===== src/rtl/b13_pkg.sv =====
// ----------------------------------------------------------------------------
// b13_pkg: shared definitions for the base-13 digit calculator
// Field widths, radix constants, command and status codes, and the state
// types of the calculator and its operand decoders.
// ----------------------------------------------------------------------------
`default_nettype none

package b13_pkg;

  localparam int WORD_W   = 32;
  localparam int DIGIT_W  = 4;
  localparam int CMD_W    = 3;
  localparam int STATUS_W = 2;

  // Radix of the emitted digits and base of the operand digits.
  localparam int OUT_RADIX = 13;
  localparam int IN_BASE   = 10;
  // Decimal digits needed for a 32-bit operand.
  localparam int IN_DIGITS = 10;
  // Default depth of the digit buffer.
  localparam int MAX_DIGITS_DEF = 9;

  typedef logic [CMD_W-1:0] cmd_t;
  localparam cmd_t CMD_ADD = 3'd0;
  localparam cmd_t CMD_SUB = 3'd1;
  localparam cmd_t CMD_MUL = 3'd2;
  localparam cmd_t CMD_DIV = 3'd3;

  typedef logic [STATUS_W-1:0] status_t;
  localparam status_t ST_OK       = 2'd0;
  localparam status_t ST_DIV_ZERO = 2'd1;
  localparam status_t ST_ILLEGAL  = 2'd2;

  typedef enum logic [2:0] {
    S_IDLE,
    S_DECODE,
    S_EXEC,
    S_FIX,
    S_CONVERT,
    S_SCAN,
    S_EMIT
  } alu_state_t;

  typedef enum logic [1:0] {
    D_IDLE,
    D_DABBLE,
    D_HORNER,
    D_DONE
  } dec_state_t;

endpackage

`default_nettype wire


===== src/rtl/b13_in_if.sv =====
// ----------------------------------------------------------------------------
// b13_in_if: command channel of the base-13 digit calculator
// Valid/ready channel carrying one command and its two operands per item.
// ----------------------------------------------------------------------------
`default_nettype none

interface b13_in_if import b13_pkg::*; ();
  logic              valid;
  logic              ready;
  cmd_t              command;
  logic [WORD_W-1:0] operand_a;
  logic [WORD_W-1:0] operand_b;

  modport source (output valid, output command, output operand_a, output operand_b,
                  input ready);
  modport sink   (input valid, input command, input operand_a, input operand_b,
                  output ready);
endinterface

`default_nettype wire


===== src/rtl/b13_out_if.sv =====
// ----------------------------------------------------------------------------
// b13_out_if: digit channel of the base-13 digit calculator
// Valid/ready channel carrying one result digit, its status and a last flag.
// ----------------------------------------------------------------------------
`default_nettype none

interface b13_out_if import b13_pkg::*; ();
  logic               valid;
  logic               ready;
  logic [DIGIT_W-1:0] digit;
  status_t            status;
  logic               last;

  modport source (output valid, output digit, output status, output last, input ready);
  modport sink   (input valid, input digit, input status, input last, output ready);
endinterface

`default_nettype wire


===== src/rtl/b13_decode.sv =====
// ----------------------------------------------------------------------------
// b13_decode: operand decoder
// Splits a binary operand into decimal digits by shift-and-add-3, one bit a
// cycle, then weights those digits as base-13 digits by Horner's rule, one
// digit a cycle, wrapping modulo 2^32.
// ----------------------------------------------------------------------------
`default_nettype none

module b13_decode import b13_pkg::*; (
  input  logic              clk,
  input  logic              rst,
  input  logic              start,
  input  logic [WORD_W-1:0] operand,
  output logic              done,
  output logic [WORD_W-1:0] value
);

  localparam int BCD_W = IN_DIGITS * DIGIT_W;
  localparam int CNT_W = $clog2(WORD_W);
  localparam int HALF  = IN_BASE / 2;
  localparam int ADJ   = ((2 ** DIGIT_W) - IN_BASE) / 2;
  localparam logic [CNT_W-1:0] LAST_BIT = CNT_W'(WORD_W - 1);
  localparam logic [CNT_W-1:0] LAST_DIG = CNT_W'(IN_DIGITS - 1);

  dec_state_t         state;
  dec_state_t         state_next;
  logic [BCD_W-1:0]   bcd;
  logic [BCD_W-1:0]   bcd_adj;
  logic [WORD_W-1:0]  bin;
  logic [WORD_W-1:0]  acc;
  logic [CNT_W-1:0]   cnt;

  // Each decimal digit of five or more is corrected before the shift so that
  // doubling carries into the next digit at ten.
  always_comb begin
    logic [DIGIT_W-1:0] dj;
    for (int j = 0; j < IN_DIGITS; j++) begin
      dj = bcd[j*DIGIT_W +: DIGIT_W];
      bcd_adj[j*DIGIT_W +: DIGIT_W] = (dj >= DIGIT_W'(HALF)) ? dj + DIGIT_W'(ADJ) : dj;
    end
  end

  always_comb begin
    state_next = state;
    case (state)
      D_IDLE:   if (start) state_next = D_DABBLE;
      D_DABBLE: if (cnt == LAST_BIT) state_next = D_HORNER;
      D_HORNER: if (cnt == LAST_DIG) state_next = D_DONE;
      D_DONE:   state_next = D_IDLE;
      default:  state_next = D_IDLE;
    endcase
  end

  always_comb begin
    done  = (state == D_DONE);
    value = acc;
  end

  always_ff @(posedge clk) begin
    if (rst) begin
      state <= D_IDLE;
      cnt   <= '0;
    end else begin
      state <= state_next;
      case (state)
        D_IDLE: begin
          if (start) begin
            bin <= operand;
            bcd <= '0;
            acc <= '0;
            cnt <= '0;
          end
        end
        D_DABBLE: begin
          {bcd, bin} <= {bcd_adj, bin} << 1;
          cnt        <= (cnt == LAST_BIT) ? '0 : cnt + CNT_W'(1);
        end
        D_HORNER: begin
          acc <= acc * WORD_W'(OUT_RADIX) + WORD_W'(bcd[BCD_W-1 -: DIGIT_W]);
          bcd <= bcd << DIGIT_W;
          cnt <= cnt + CNT_W'(1);
        end
        default: begin
          cnt <= '0;
        end
      endcase
    end
  end

endmodule

`default_nettype wire


===== src/rtl/base13_digit_alu.sv =====
// ----------------------------------------------------------------------------
// base13_digit_alu: calculator with base-13 digit output
// Reads the decimal digits of two operands as base-13 digits, applies add,
// subtract, multiply or signed divide, and emits the result magnitude in
// base 13, most significant digit first.
// ----------------------------------------------------------------------------
// Usage
//   operands: one item carries a command and two 32-bit operands. Ready is
//   high only while no item is in work, so one item is handled at a time.
//   result: one item per base-13 digit, most significant first, with last
//   set on the final digit. A zero result, a division by zero and an
//   illegal command each give a single digit 0 with the matching status.
// Sequence
//   Both operands are decoded together in 32 shift-and-add-3 steps, 10
//   Horner steps and one hand-over. Multiply and divide then run in a
//   shared shift-and-add / restoring-divide unit, one bit per cycle. The
//   magnitude is then loaded and shifted into the base-13 digit register.
//   Leading zero digits are skipped one at a time (up to eight), then the
//   digits follow one per cycle while the receiver holds ready high. An
//   illegal command goes straight to the output without decoding, and a
//   division by zero is answered as soon as both operands are decoded.
// Reset and stalls
//   Reset empties the block and drops any pending output item. While the
//   receiver holds ready low the current digit stays in the output register
//   and the block waits; once the last digit is in that register a new item
//   may already be accepted.
// ----------------------------------------------------------------------------
`default_nettype none

module base13_digit_alu import b13_pkg::*; #(
  parameter int MAX_DIGITS = MAX_DIGITS_DEF
) (
  input  logic       clk,
  input  logic       rst,
  b13_in_if.sink     operands,
  b13_out_if.source  result
);

  localparam int IDX_W = (MAX_DIGITS > 1) ? $clog2(MAX_DIGITS) : 1;
  localparam int CNT_W = $clog2(WORD_W);
  localparam logic [CNT_W-1:0] LAST_BIT = CNT_W'(WORD_W - 1);

  alu_state_t          state;
  alu_state_t          state_next;
  cmd_t                cmd;
  status_t             status_q;
  logic                err;
  logic [WORD_W-1:0]   opa;
  logic [WORD_W-1:0]   opb;
  logic [WORD_W-1:0]   acc;
  logic [WORD_W-1:0]   rem;
  logic [CNT_W-1:0]    cnt;
  logic [IDX_W-1:0]    idx;
  logic [DIGIT_W-1:0]  digits [MAX_DIGITS];
  logic [DIGIT_W-1:0]  dig_dbl [MAX_DIGITS];

  logic                accept;
  logic                legal;
  logic                dec_start;
  logic                a_done;
  logic                b_done;
  logic                dec_done;
  logic [WORD_W-1:0]   a_val;
  logic [WORD_W-1:0]   b_val;
  logic [WORD_W:0]     trial;
  logic [WORD_W-1:0]   fix_src;
  logic [WORD_W-1:0]   fix_mag;
  logic [WORD_W-1:0]   a_mag;
  logic [WORD_W-1:0]   b_mag;
  logic                out_load;
  logic                lead_zero;

  logic                out_valid;
  logic [DIGIT_W-1:0]  out_digit;
  status_t             out_status;
  logic                out_last;

  b13_decode u_dec_a (
    .clk     (clk),
    .rst     (rst),
    .start   (dec_start),
    .operand (operands.operand_a),
    .done    (a_done),
    .value   (a_val)
  );

  b13_decode u_dec_b (
    .clk     (clk),
    .rst     (rst),
    .start   (dec_start),
    .operand (operands.operand_b),
    .done    (b_done),
    .value   (b_val)
  );

  assign accept   = operands.valid & operands.ready;
  assign legal    = operands.command inside {CMD_ADD, CMD_SUB, CMD_MUL, CMD_DIV};
  assign dec_done = a_done & b_done;

  assign a_mag = a_val[WORD_W-1] ? WORD_W'(0) - a_val : a_val;
  assign b_mag = b_val[WORD_W-1] ? WORD_W'(0) - b_val : b_val;

  // Restoring divide step: the next dividend bit joins the partial remainder.
  assign trial = {rem, opb[WORD_W-1]} - {1'b0, opa};

  assign fix_src = (cmd == CMD_DIV) ? opb : acc;
  assign fix_mag = fix_src[WORD_W-1] ? WORD_W'(0) - fix_src : fix_src;

  // Doubling the base-13 digit register and adding the incoming bit; the
  // carry ripples up through the digits, and a carry out of the top digit is
  // dropped so that only the least significant digits are kept.
  always_comb begin
    logic               c;
    logic [DIGIT_W:0]   v;
    c = acc[WORD_W-1];
    for (int i = 0; i < MAX_DIGITS; i++) begin
      v = {digits[i], 1'b0} + (DIGIT_W+1)'(c);
      if (v >= (DIGIT_W+1)'(OUT_RADIX)) begin
        dig_dbl[i] = DIGIT_W'(v - (DIGIT_W+1)'(OUT_RADIX));
        c = 1'b1;
      end else begin
        dig_dbl[i] = DIGIT_W'(v);
        c = 1'b0;
      end
    end
  end

  assign lead_zero = (idx != '0) && (digits[idx] == '0);

  always_comb begin
    state_next = state;
    case (state)
      S_IDLE: begin
        if (accept) state_next = legal ? S_DECODE : S_EMIT;
      end
      S_DECODE: begin
        if (dec_done) begin
          if (cmd == CMD_DIV && b_val == '0) begin
            state_next = S_EMIT;
          end else if (cmd == CMD_MUL || cmd == CMD_DIV) begin
            state_next = S_EXEC;
          end else begin
            state_next = S_FIX;
          end
        end
      end
      S_EXEC:    if (cnt == LAST_BIT) state_next = S_FIX;
      S_FIX:     state_next = S_CONVERT;
      S_CONVERT: if (cnt == LAST_BIT) state_next = S_SCAN;
      S_SCAN:    if (!lead_zero) state_next = S_EMIT;
      S_EMIT:    if (out_load && idx == '0) state_next = S_IDLE;
      default:   state_next = S_IDLE;
    endcase
  end

  always_comb begin
    operands.ready = (state == S_IDLE);
    dec_start      = (state == S_IDLE) && accept && legal;
    out_load       = (state == S_EMIT) && (!out_valid || result.ready);
  end

  always_ff @(posedge clk) begin
    if (rst) begin
      state     <= S_IDLE;
      out_valid <= 1'b0;
      cnt       <= '0;
      err       <= 1'b0;
    end else begin
      state <= state_next;
      if (out_load)          out_valid <= 1'b1;
      else if (result.ready) out_valid <= 1'b0;

      case (state)
        S_IDLE: begin
          if (accept) begin
            cmd      <= operands.command;
            err      <= !legal;
            status_q <= legal ? ST_OK : ST_ILLEGAL;
            idx      <= '0;
            cnt      <= '0;
          end
        end
        S_DECODE: begin
          if (dec_done) begin
            cnt <= '0;
            case (cmd)
              CMD_ADD: acc <= a_val + b_val;
              CMD_SUB: acc <= a_val - b_val;
              CMD_MUL: begin
                opa <= a_val;
                opb <= b_val;
                acc <= '0;
              end
              CMD_DIV: begin
                opa <= b_mag;
                opb <= a_mag;
                rem <= '0;
                if (b_val == '0) begin
                  err      <= 1'b1;
                  status_q <= ST_DIV_ZERO;
                  idx      <= '0;
                end
              end
              default: acc <= '0;
            endcase
          end
        end
        S_EXEC: begin
          if (cmd == CMD_MUL) begin
            acc <= (acc << 1) + (opb[WORD_W-1] ? opa : '0);
            opb <= opb << 1;
          end else begin
            if (!trial[WORD_W]) rem <= trial[WORD_W-1:0];
            else                rem <= {rem[WORD_W-2:0], opb[WORD_W-1]};
            opb <= {opb[WORD_W-2:0], !trial[WORD_W]};
          end
          cnt <= cnt + CNT_W'(1);
        end
        S_FIX: begin
          acc <= fix_mag;
          for (int i = 0; i < MAX_DIGITS; i++) digits[i] <= '0;
          cnt <= '0;
        end
        S_CONVERT: begin
          for (int i = 0; i < MAX_DIGITS; i++) digits[i] <= dig_dbl[i];
          acc <= acc << 1;
          cnt <= cnt + CNT_W'(1);
          if (cnt == LAST_BIT) idx <= IDX_W'(MAX_DIGITS - 1);
        end
        S_SCAN: begin
          if (lead_zero) idx <= idx - IDX_W'(1);
        end
        S_EMIT: begin
          if (out_load) begin
            out_digit  <= err ? '0 : digits[idx];
            out_status <= status_q;
            out_last   <= (idx == '0);
            if (idx != '0) idx <= idx - IDX_W'(1);
          end
        end
        default: begin
          cnt <= '0;
        end
      endcase
    end
  end

  assign result.valid  = out_valid;
  assign result.digit  = out_digit;
  assign result.status = out_status;
  assign result.last   = out_last;

  // Error results are a single zero digit.
  a_err_single: assert property (@(posedge clk) disable iff (rst)
    result.valid && result.status != ST_OK |-> result.digit == '0 && result.last)
    else $error("error result is not a single zero digit");

  // Every emitted digit lies within the output radix.
  a_digit_range: assert property (@(posedge clk) disable iff (rst)
    result.valid |-> result.digit < DIGIT_W'(OUT_RADIX))
    else $error("emitted digit out of range");

  // The two operand decoders run in lockstep.
  a_dec_lockstep: assert property (@(posedge clk) disable iff (rst)
    a_done == b_done)
    else $error("operand decoders out of step");

  // The digit pointer stays inside the buffer while skipping zeros.
  a_idx_range: assert property (@(posedge clk) disable iff (rst)
    state == S_SCAN |-> (IDX_W+1)'(idx) < (IDX_W+1)'(MAX_DIGITS))
    else $error("digit pointer outside the buffer");

endmodule

`default_nettype wire


===== src/flat_wrapper.sv =====
// flat-port wrapper written by rule: the top's interface ports become plain ports
module base13_digit_alu_flat import b13_pkg::*;
#(
  parameter int MAX_DIGITS = MAX_DIGITS_DEF
)
  (clk, rst, operands_valid, operands_command, operands_operand_a, operands_operand_b, operands_ready, result_valid, result_digit, result_status, result_last, result_ready);
  b13_in_if operands_i ();
  b13_out_if result_i ();
  input  logic clk;
  input  logic rst;
  input wire logic [$bits(operands_i.valid)-1:0] operands_valid;
  input wire logic [$bits(operands_i.command)-1:0] operands_command;
  input wire logic [$bits(operands_i.operand_a)-1:0] operands_operand_a;
  input wire logic [$bits(operands_i.operand_b)-1:0] operands_operand_b;
  output wire logic [$bits(operands_i.ready)-1:0] operands_ready;
  output wire logic [$bits(result_i.valid)-1:0] result_valid;
  output wire logic [$bits(result_i.digit)-1:0] result_digit;
  output wire logic [$bits(result_i.status)-1:0] result_status;
  output wire logic [$bits(result_i.last)-1:0] result_last;
  input wire logic [$bits(result_i.ready)-1:0] result_ready;
  assign operands_i.valid = operands_valid;
  assign operands_i.command = operands_command;
  assign operands_i.operand_a = operands_operand_a;
  assign operands_i.operand_b = operands_operand_b;
  assign operands_ready = operands_i.ready;
  assign result_valid = result_i.valid;
  assign result_digit = result_i.digit;
  assign result_status = result_i.status;
  assign result_last = result_i.last;
  assign result_i.ready = result_ready;
  base13_digit_alu #(.MAX_DIGITS(MAX_DIGITS)) u_core (.clk(clk), .rst(rst), .operands(operands_i), .result(result_i));
endmodule

===== config.mk =====
export PLATFORM = sky130hd
export DESIGN_NAME = base13_digit_alu_flat
export DESIGN_NICKNAME = d
export VERILOG_FILES = /design/src/rtl/b13_pkg.sv /design/src/rtl/b13_in_if.sv /design/src/rtl/b13_out_if.sv /design/src/rtl/b13_decode.sv /design/src/rtl/base13_digit_alu.sv /design/src/flat_wrapper.sv
export SDC_FILE = /design/constraint.sdc
export NUM_CORES = 2
export LEC_CHECK = 0
export BUFFER_PORTS_ARGS = -buffer_cell sky130_fd_sc_hd__buf_2
export CORE_MARGIN = 2
export CORE_UTILIZATION = 60
export CTS_CLUSTER_DIAMETER = 50
export DETAILED_ROUTE_END_ITERATION = 8
export PLACE_DENSITY = 0.77
export SLEW_MARGIN = 0
export SYNTH_ARGS = -nofsm -noshare
export SYNTH_HDL_FRONTEND = slang
export SYNTH_SLANG_ARGS = --single-unit
export TNS_END_PERCENT = 5

===== constraint.sdc =====
create_clock -name clk -period 9.28 [get_ports clk]
set_input_delay 0 -clock clk [delete_from_list [all_inputs] [get_ports clk]]
set_output_delay 0 -clock clk [all_outputs]
set_load 0.005 [all_outputs]

==> After elaboration in Yosys (flattened, before gate mapping) <==
Memories as Yosys holds them, arrays and structs flattened. A register that Yosys moved wholly into a read port is not among the register bits.
Index checks and enable logic that the tools add are counted.
{ "classes": {"n_mul": 2, "order_cmp": 29, "n_bitwise": 13, "eq_ne": 44, "add_sub_neg": 51, "n_reduce_logical": 54, "n_mux": 129} }
{ "op_table": {"columns": ["operator", "n"], "rows": [
  ["$pmux 32 s2", 8],
  ["$mux 32", 15],
  ["$pmux 40 s3", 2],
  ["$mux 4", 45],
  ["$pmux 32 s4", 1],
  ["$pmux 32 s3", 1],
  ["$sub 1x32->32 const A", 3],
  ["$ge 4x3->1 const B", 20],
  ["$add 4x2->4 const B", 18],
  ["$add 32x32->32", 2],
  ["$add 32x4->32", 2],
  ["$mul 32x4->32 const B", 2],
  ["$add 5x1->5", 9],
  ["$ge 5x4->1 const B", 9],
  ["$mux 40", 1],
  ["$sub 4x4->4 const B", 9],
  ["$reduce_and 3->1", 11],
  ["$sub 33x32->33", 1],
  ["$logic_not 32->1", 1],
  ["$sub 32x32->32", 1],
  ["$mux 3", 10],
  ["$pmux 5 s3", 2],
  ["$mux 5", 5],
  ["$mux 1", 22],
  ["38 further kinds", 122]
]} }
{ "word_totals": {"mem_bits_rw": 36, "inputBits": 71, "wordCells": 347, "memories": 1, "out_inout_bits": 9, "register_bits": 376} }
{ "mem_list": {"columns": ["memory", "words", "word_bits", "rd", "rd_clocked_by_memory_dff", "write_ports", "line", "text"], "rows": [
  ["u_core.digits", 9, 4, 10, 1, 9, "base13_digit_alu.sv:54", "logic [DIGIT_W-1:0] digits [MAX_DIGITS];"]
]} }

==> Logic depth before layout (Yosys ltp) <==
An unclocked memory read counts as a cell.
{ "depth": {"ltp_word": 29, "depth_mapped": 43, "mapped_depth_nobuf": 40} }

==> Cells and area by module <==
A second synthesis with hierarchy kept.
{ "unflattened": {"cells_unflattened": 3731, "area_unflattened_um2": 35018.6} }
{ "by_module_without_submodules": {"columns": ["module", "cells_per_inst", "area_per_inst_um2", "instances", "seq_area_each_um2"], "rows": [
  ["base13_digit_alu", 2069, 17635.7, 1, 5685.5],
  ["b13_decode (u_core.u_dec_a)", 836, 8712.1, 1, 3263.1],
  ["b13_decode (u_core.u_dec_b)", 826, 8670.8, 1, 3263.1]
]} }

==> Worst setup path after synthesis <==
No wires, ideal clock.
{ "synth_path": {"path_type": "register to register", "startpoint": "mem u_core.digits[0][0]", "endpoint": "mem u_core.digits[8][2] (data pin)", "setup_time_ps": 147, "arrival_time_ps": 7810, "synth_period_minus_slack_ps": 7957, "path_stages_with_launch": 42, "setup_slack_ps": 1323, "required_ps": 9133, "path_buffers": 3, "cell_sequence": "edfxtp_1 > inv_1 > ha_1 > o311ai_2 > nand2_1 > ha_1 > nor2_1 > a31oi_1 > or2_2 > clkbuf_1 > ha_1 > nor2_1 > inv_1 > o311a_1 > nor2_1 > inv_1 > ha_1 > nor2_1 > (+6 left out) > or2_1 > clkbuf_1 > ha_1 > nor3_1 > o21ai_1 > a31o_2 > ha_1 > nor2_1 > nand2_1 > o21a_2 > ha_1 > o311a_1 > or2_1 > buf_6 > ha_1 > o41ai_1 > nand3b_1 > a21oi_1"} }
{ "synth_rtl": {"columns": ["item", "line"], "rows": [
  ["start, declared", "base13_digit_alu.sv:54"]
]} }

==> impl_results.md <==
* Synth Cell Area at ~36000 um2
* Starting Density at 0.609
* Leak Pwr at 0.0172 uW
* First-pass GRT wire length at approximately 140000 um
* Vias in the first global route at 27700
* Die area at about 62000 um2
* Antenna diodes at 0
* Hold crit path type: primary input to register
* Antenna violations before repair at 0
* Pre-antenna DRT Iters at 5
* CTS tree: done
* DR WL/cell at 17.2 um
* Asr flop ratio synth at 0
* Worst hold stages at 2
* Critical Path Max Stage Delay at roughly 0.44 ns
* M2 GR Usage at 0.460
* CTS buffer count at 57
* CTS sink cnt at approximately 420
* Final setup violation count at 0
* Clock buffer depth at 3
* Post-DP HPWL at just over 60000 um
* Status: complete, no violations
* Worst EP required at 9.76 ns
* Crit. End Element: register
* Final critical-path share of the clock period at 0.932
* Vias at roughly 28000
* MaxCap Viol Count at 0
* Hold Slack at 0.135 ns
* FF-to-FF setup slack at roughly 0.63 ns
* # placed instances at 4681
* Startpoint types: register
* Worst reg2reg path depth at 38
* Layout area overhead at 11.0%
* Cells after synthesis at about 4000
* Synth Register Bits at around 420
* Synth top area share at 0.324
* Die width at 249 um
* Main area contributors after synthesis: edfxtp_1, ha_1, xnor2_1, inv_1, nor2_1
* Synth cell count leaders: inv_1, ha_1, edfxtp_1
* FMAX at 116 MHz
* Worst-margin pin slew at between 1 and 1.5 ns
* PwrDens at roughly 260 nW/um2
* Setup TNS at 0 ns
* Via density at approximately 5.8
* Sequential area share after synthesis at 0.339
* Post-synth EDFFs at ~390
* Syn nets at around 4500
* Final net count at 4580
* Slew HR at 0.219
* IO Pins at 80
* Htree depth at 2
* Gr usage total at 0.269
* Non-filler cells, final at between 4000 and 5000
* Standard-cell rows at between 80 and 90
* IO Port Bufs at 79
* Critical path type: register to register
* Clock root buffer: clkbuf_16
* Worst EP arrival at slightly above 9 ns
* Detail Route Antenna Nets at 0
* Grt peak-use layer: met2
* Ys flop type: edfxtp_1
* Max Slew Vio Count at 0
* Post-CTS setup buffers at 0
* Residual DRC at 0
* Largest net degree at the start of global routing at between 70 and 80
* Reg2reg end: u_core.digits[8][2]
* Hold Vio Cnt, Final at 0
* Initial DRC Count at between 1500 and 2000
* Yosys top cell by area: edfxtp_1
* Gr ovfl total at 0
* Met3 Resource Use GR at 0.0306
* Grt met1 use at 0.358
* Reg-to-reg startpoint: u_core.digits[0][0]
* Peak VDD IR at about 0.18 mV
* Placer Congestion at 0.890
* Core area at approximately 59000 um2
* Clock transition at path regs at around 0.060 ns
* Yosys warnings at 0
* Slowest CP cell: edfxtp_1
* RSZ-0062 raised after global routing: no
* Hold Crit Start: operands_command[1]
* Final Critical Period at roughly 8.6 ns
* Worst-case clock skew at between 0.03 and 0.04 ns
* Layout cells sized above 1 at 0.0807
* Syn_area_per_cell at between 9 and 10 um2
* Distinct cells, synth at 91
* Clock Latency Late Sink at roughly 0.64 ns
* Die Ht at about 250 um
* Crit-path max FO at 7
* Worst path most repeated cell: ha_1
* Post-Route WL at about 83000 um
* Most frequent cell after synthesis: inv_1
* Hold endpoint: u_core.cmd[1]
[registers in the layout, summed over array words and instances (netlist names), 2 cells and up, named ones only]
register and count:
u_core.u_dec_a.bcd 40, u_core.u_dec_b.bcd 40, u_core.digits 36, u_core.acc 32
u_core.opa 32, u_core.opb 32, u_core.rem 32, u_core.u_dec_a.bin 32
u_core.u_dec_a.value 32, u_core.u_dec_b.bin 32, u_core.u_dec_b.value 32, u_core.cnt 5
u_core.u_dec_a.cnt 5, u_core.u_dec_b.cnt 5, u_core.idx 4, u_core.result.digit 4
u_core.cmd 3, u_core.state 3, u_core.result.status 2, u_core.status_q 2
u_core.u_dec_a.state 2, u_core.u_dec_b.state 2
[cell families after synthesis]
family | Yosys count | synth area share
simple gates | 1135 | 0.148
compound gates | 890 | 0.156
buf+inv | 577 | 0.0610
fa+ha+maj | 471 | 0.176
flops | 416 | 0.339
xor+xnor | 289 | 0.0703
mux | 156 | 0.0486
[how the worst max path moves through the flow]
stage	slack [ns]	to	startpoint	cells past startpoint
finish	0.63	u_core.digits[8][2]	u_core.digits[0][0]	38
global route	0.06	u_core.digits[8][2]	u_core.digits[0][0]	38
CTS	0.58	u_core.digits[8][2]	u_core.digits[0][0]	38
detailed placement	0.64	u_core.digits[8][2]	u_core.digits[0][0]	38
global placement	0.84	u_core.digits[8][2]	u_core.digits[0][0]	38
floorplan	1.32	u_core.digits[8][2]	u_core.digits[0][0]	41
[area by class of cell]
| cell class | instances | area (um2) |
|---|---|---|
| flip-flops and latches | 416 | 12200 |
| repair buffers | 179 | 1320 |
| multi-input cells | 2941 | 21700 |
| clock inverters | 41 | 572 |
| well taps | 773 | 967 |
| inverters | 443 | 1670 |
| fillers | 4591 | 19200 |
| clock buffers | 67 | 1470 |
[routing by layer]
| layer | share of wire | wire length [um] |
|---|---|---|
| met5 | 0 | 0 |
| met1 | 0.45 | 37500 |
| met2 | 0.48 | 39700 |
| met4 | 0.028 | 2340 |
| met3 | 0.046 | 3810 |
[worst max-delay path: cells and delay by family, from the launching register on]
kind / cells / cell delay (ns)
AND/OR/NAND/NOR: 16 / 3.21
adder cells (fa/ha/maj): 9 / 1.91
AO/OA/AOI/OAI: 10 / 2.67
flip-flops: 1 / 0.44
buffers and inverters: 3 / 0.26
[what timing repair did]
action	CTS	global route
hold buffers	71	0
gates resized for setup	0	1
endpoints found under the setup margin	0	1
hold endpoints to repair	87	0
[power breakdown]
| group | internal (uW) | total, uW | switching [uW] |
|---|---|---|---|
| registers | 2580 | 2920 | 347 |
| logic | 2040 | 4930 | 2880 |
| clock network | 1440 | 2370 | 927 |
[metrics by stage]
| step | total power, uW | util | setup WS [ns] | instance area, um2 |
|---|---|---|---|---|
| floorplan | 6690 | - | 1.32 | 36000 |
| global placement | 7650 | 0.629 | 0.837 | 37200 |
| detailed placement | 7760 | 0.629 | 0.644 | 37200 |
| global route | 11000 | 0.675 | 0.0612 | 39900 |
| CTS | 10200 | 0.675 | 0.584 | 39900 |
| finish | 10200 | 0.675 | 0.630 | 39900 |
[placed cells by master, fill, tap and decap left out, types with 75 or more instances in the layout]
| cell type | Yosys | routed |
|---|---|---|
| inv_1 | 440 | 440 |
| ha_1 | 410 | 407 |
| edfxtp_1 | 388 | 388 |
| nor2_1 | 349 | 347 |
| nand2_1 | 340 | 340 |
| a21oi_1 | 253 | 247 |
| o21ai_0 | 218 | 218 |
| xnor2_1 | 214 | 214 |
| nor2b_1 | 106 | 105 |
| a22oi_1 | 82 | 82 |
| a21o_1 | 79 | 79 |
| mux2i_1 | 79 | 79 |
| buf_2 | 12 | 79 |
| xor2_1 | 75 | 75 |
Power figures use the tool's default switching activity.
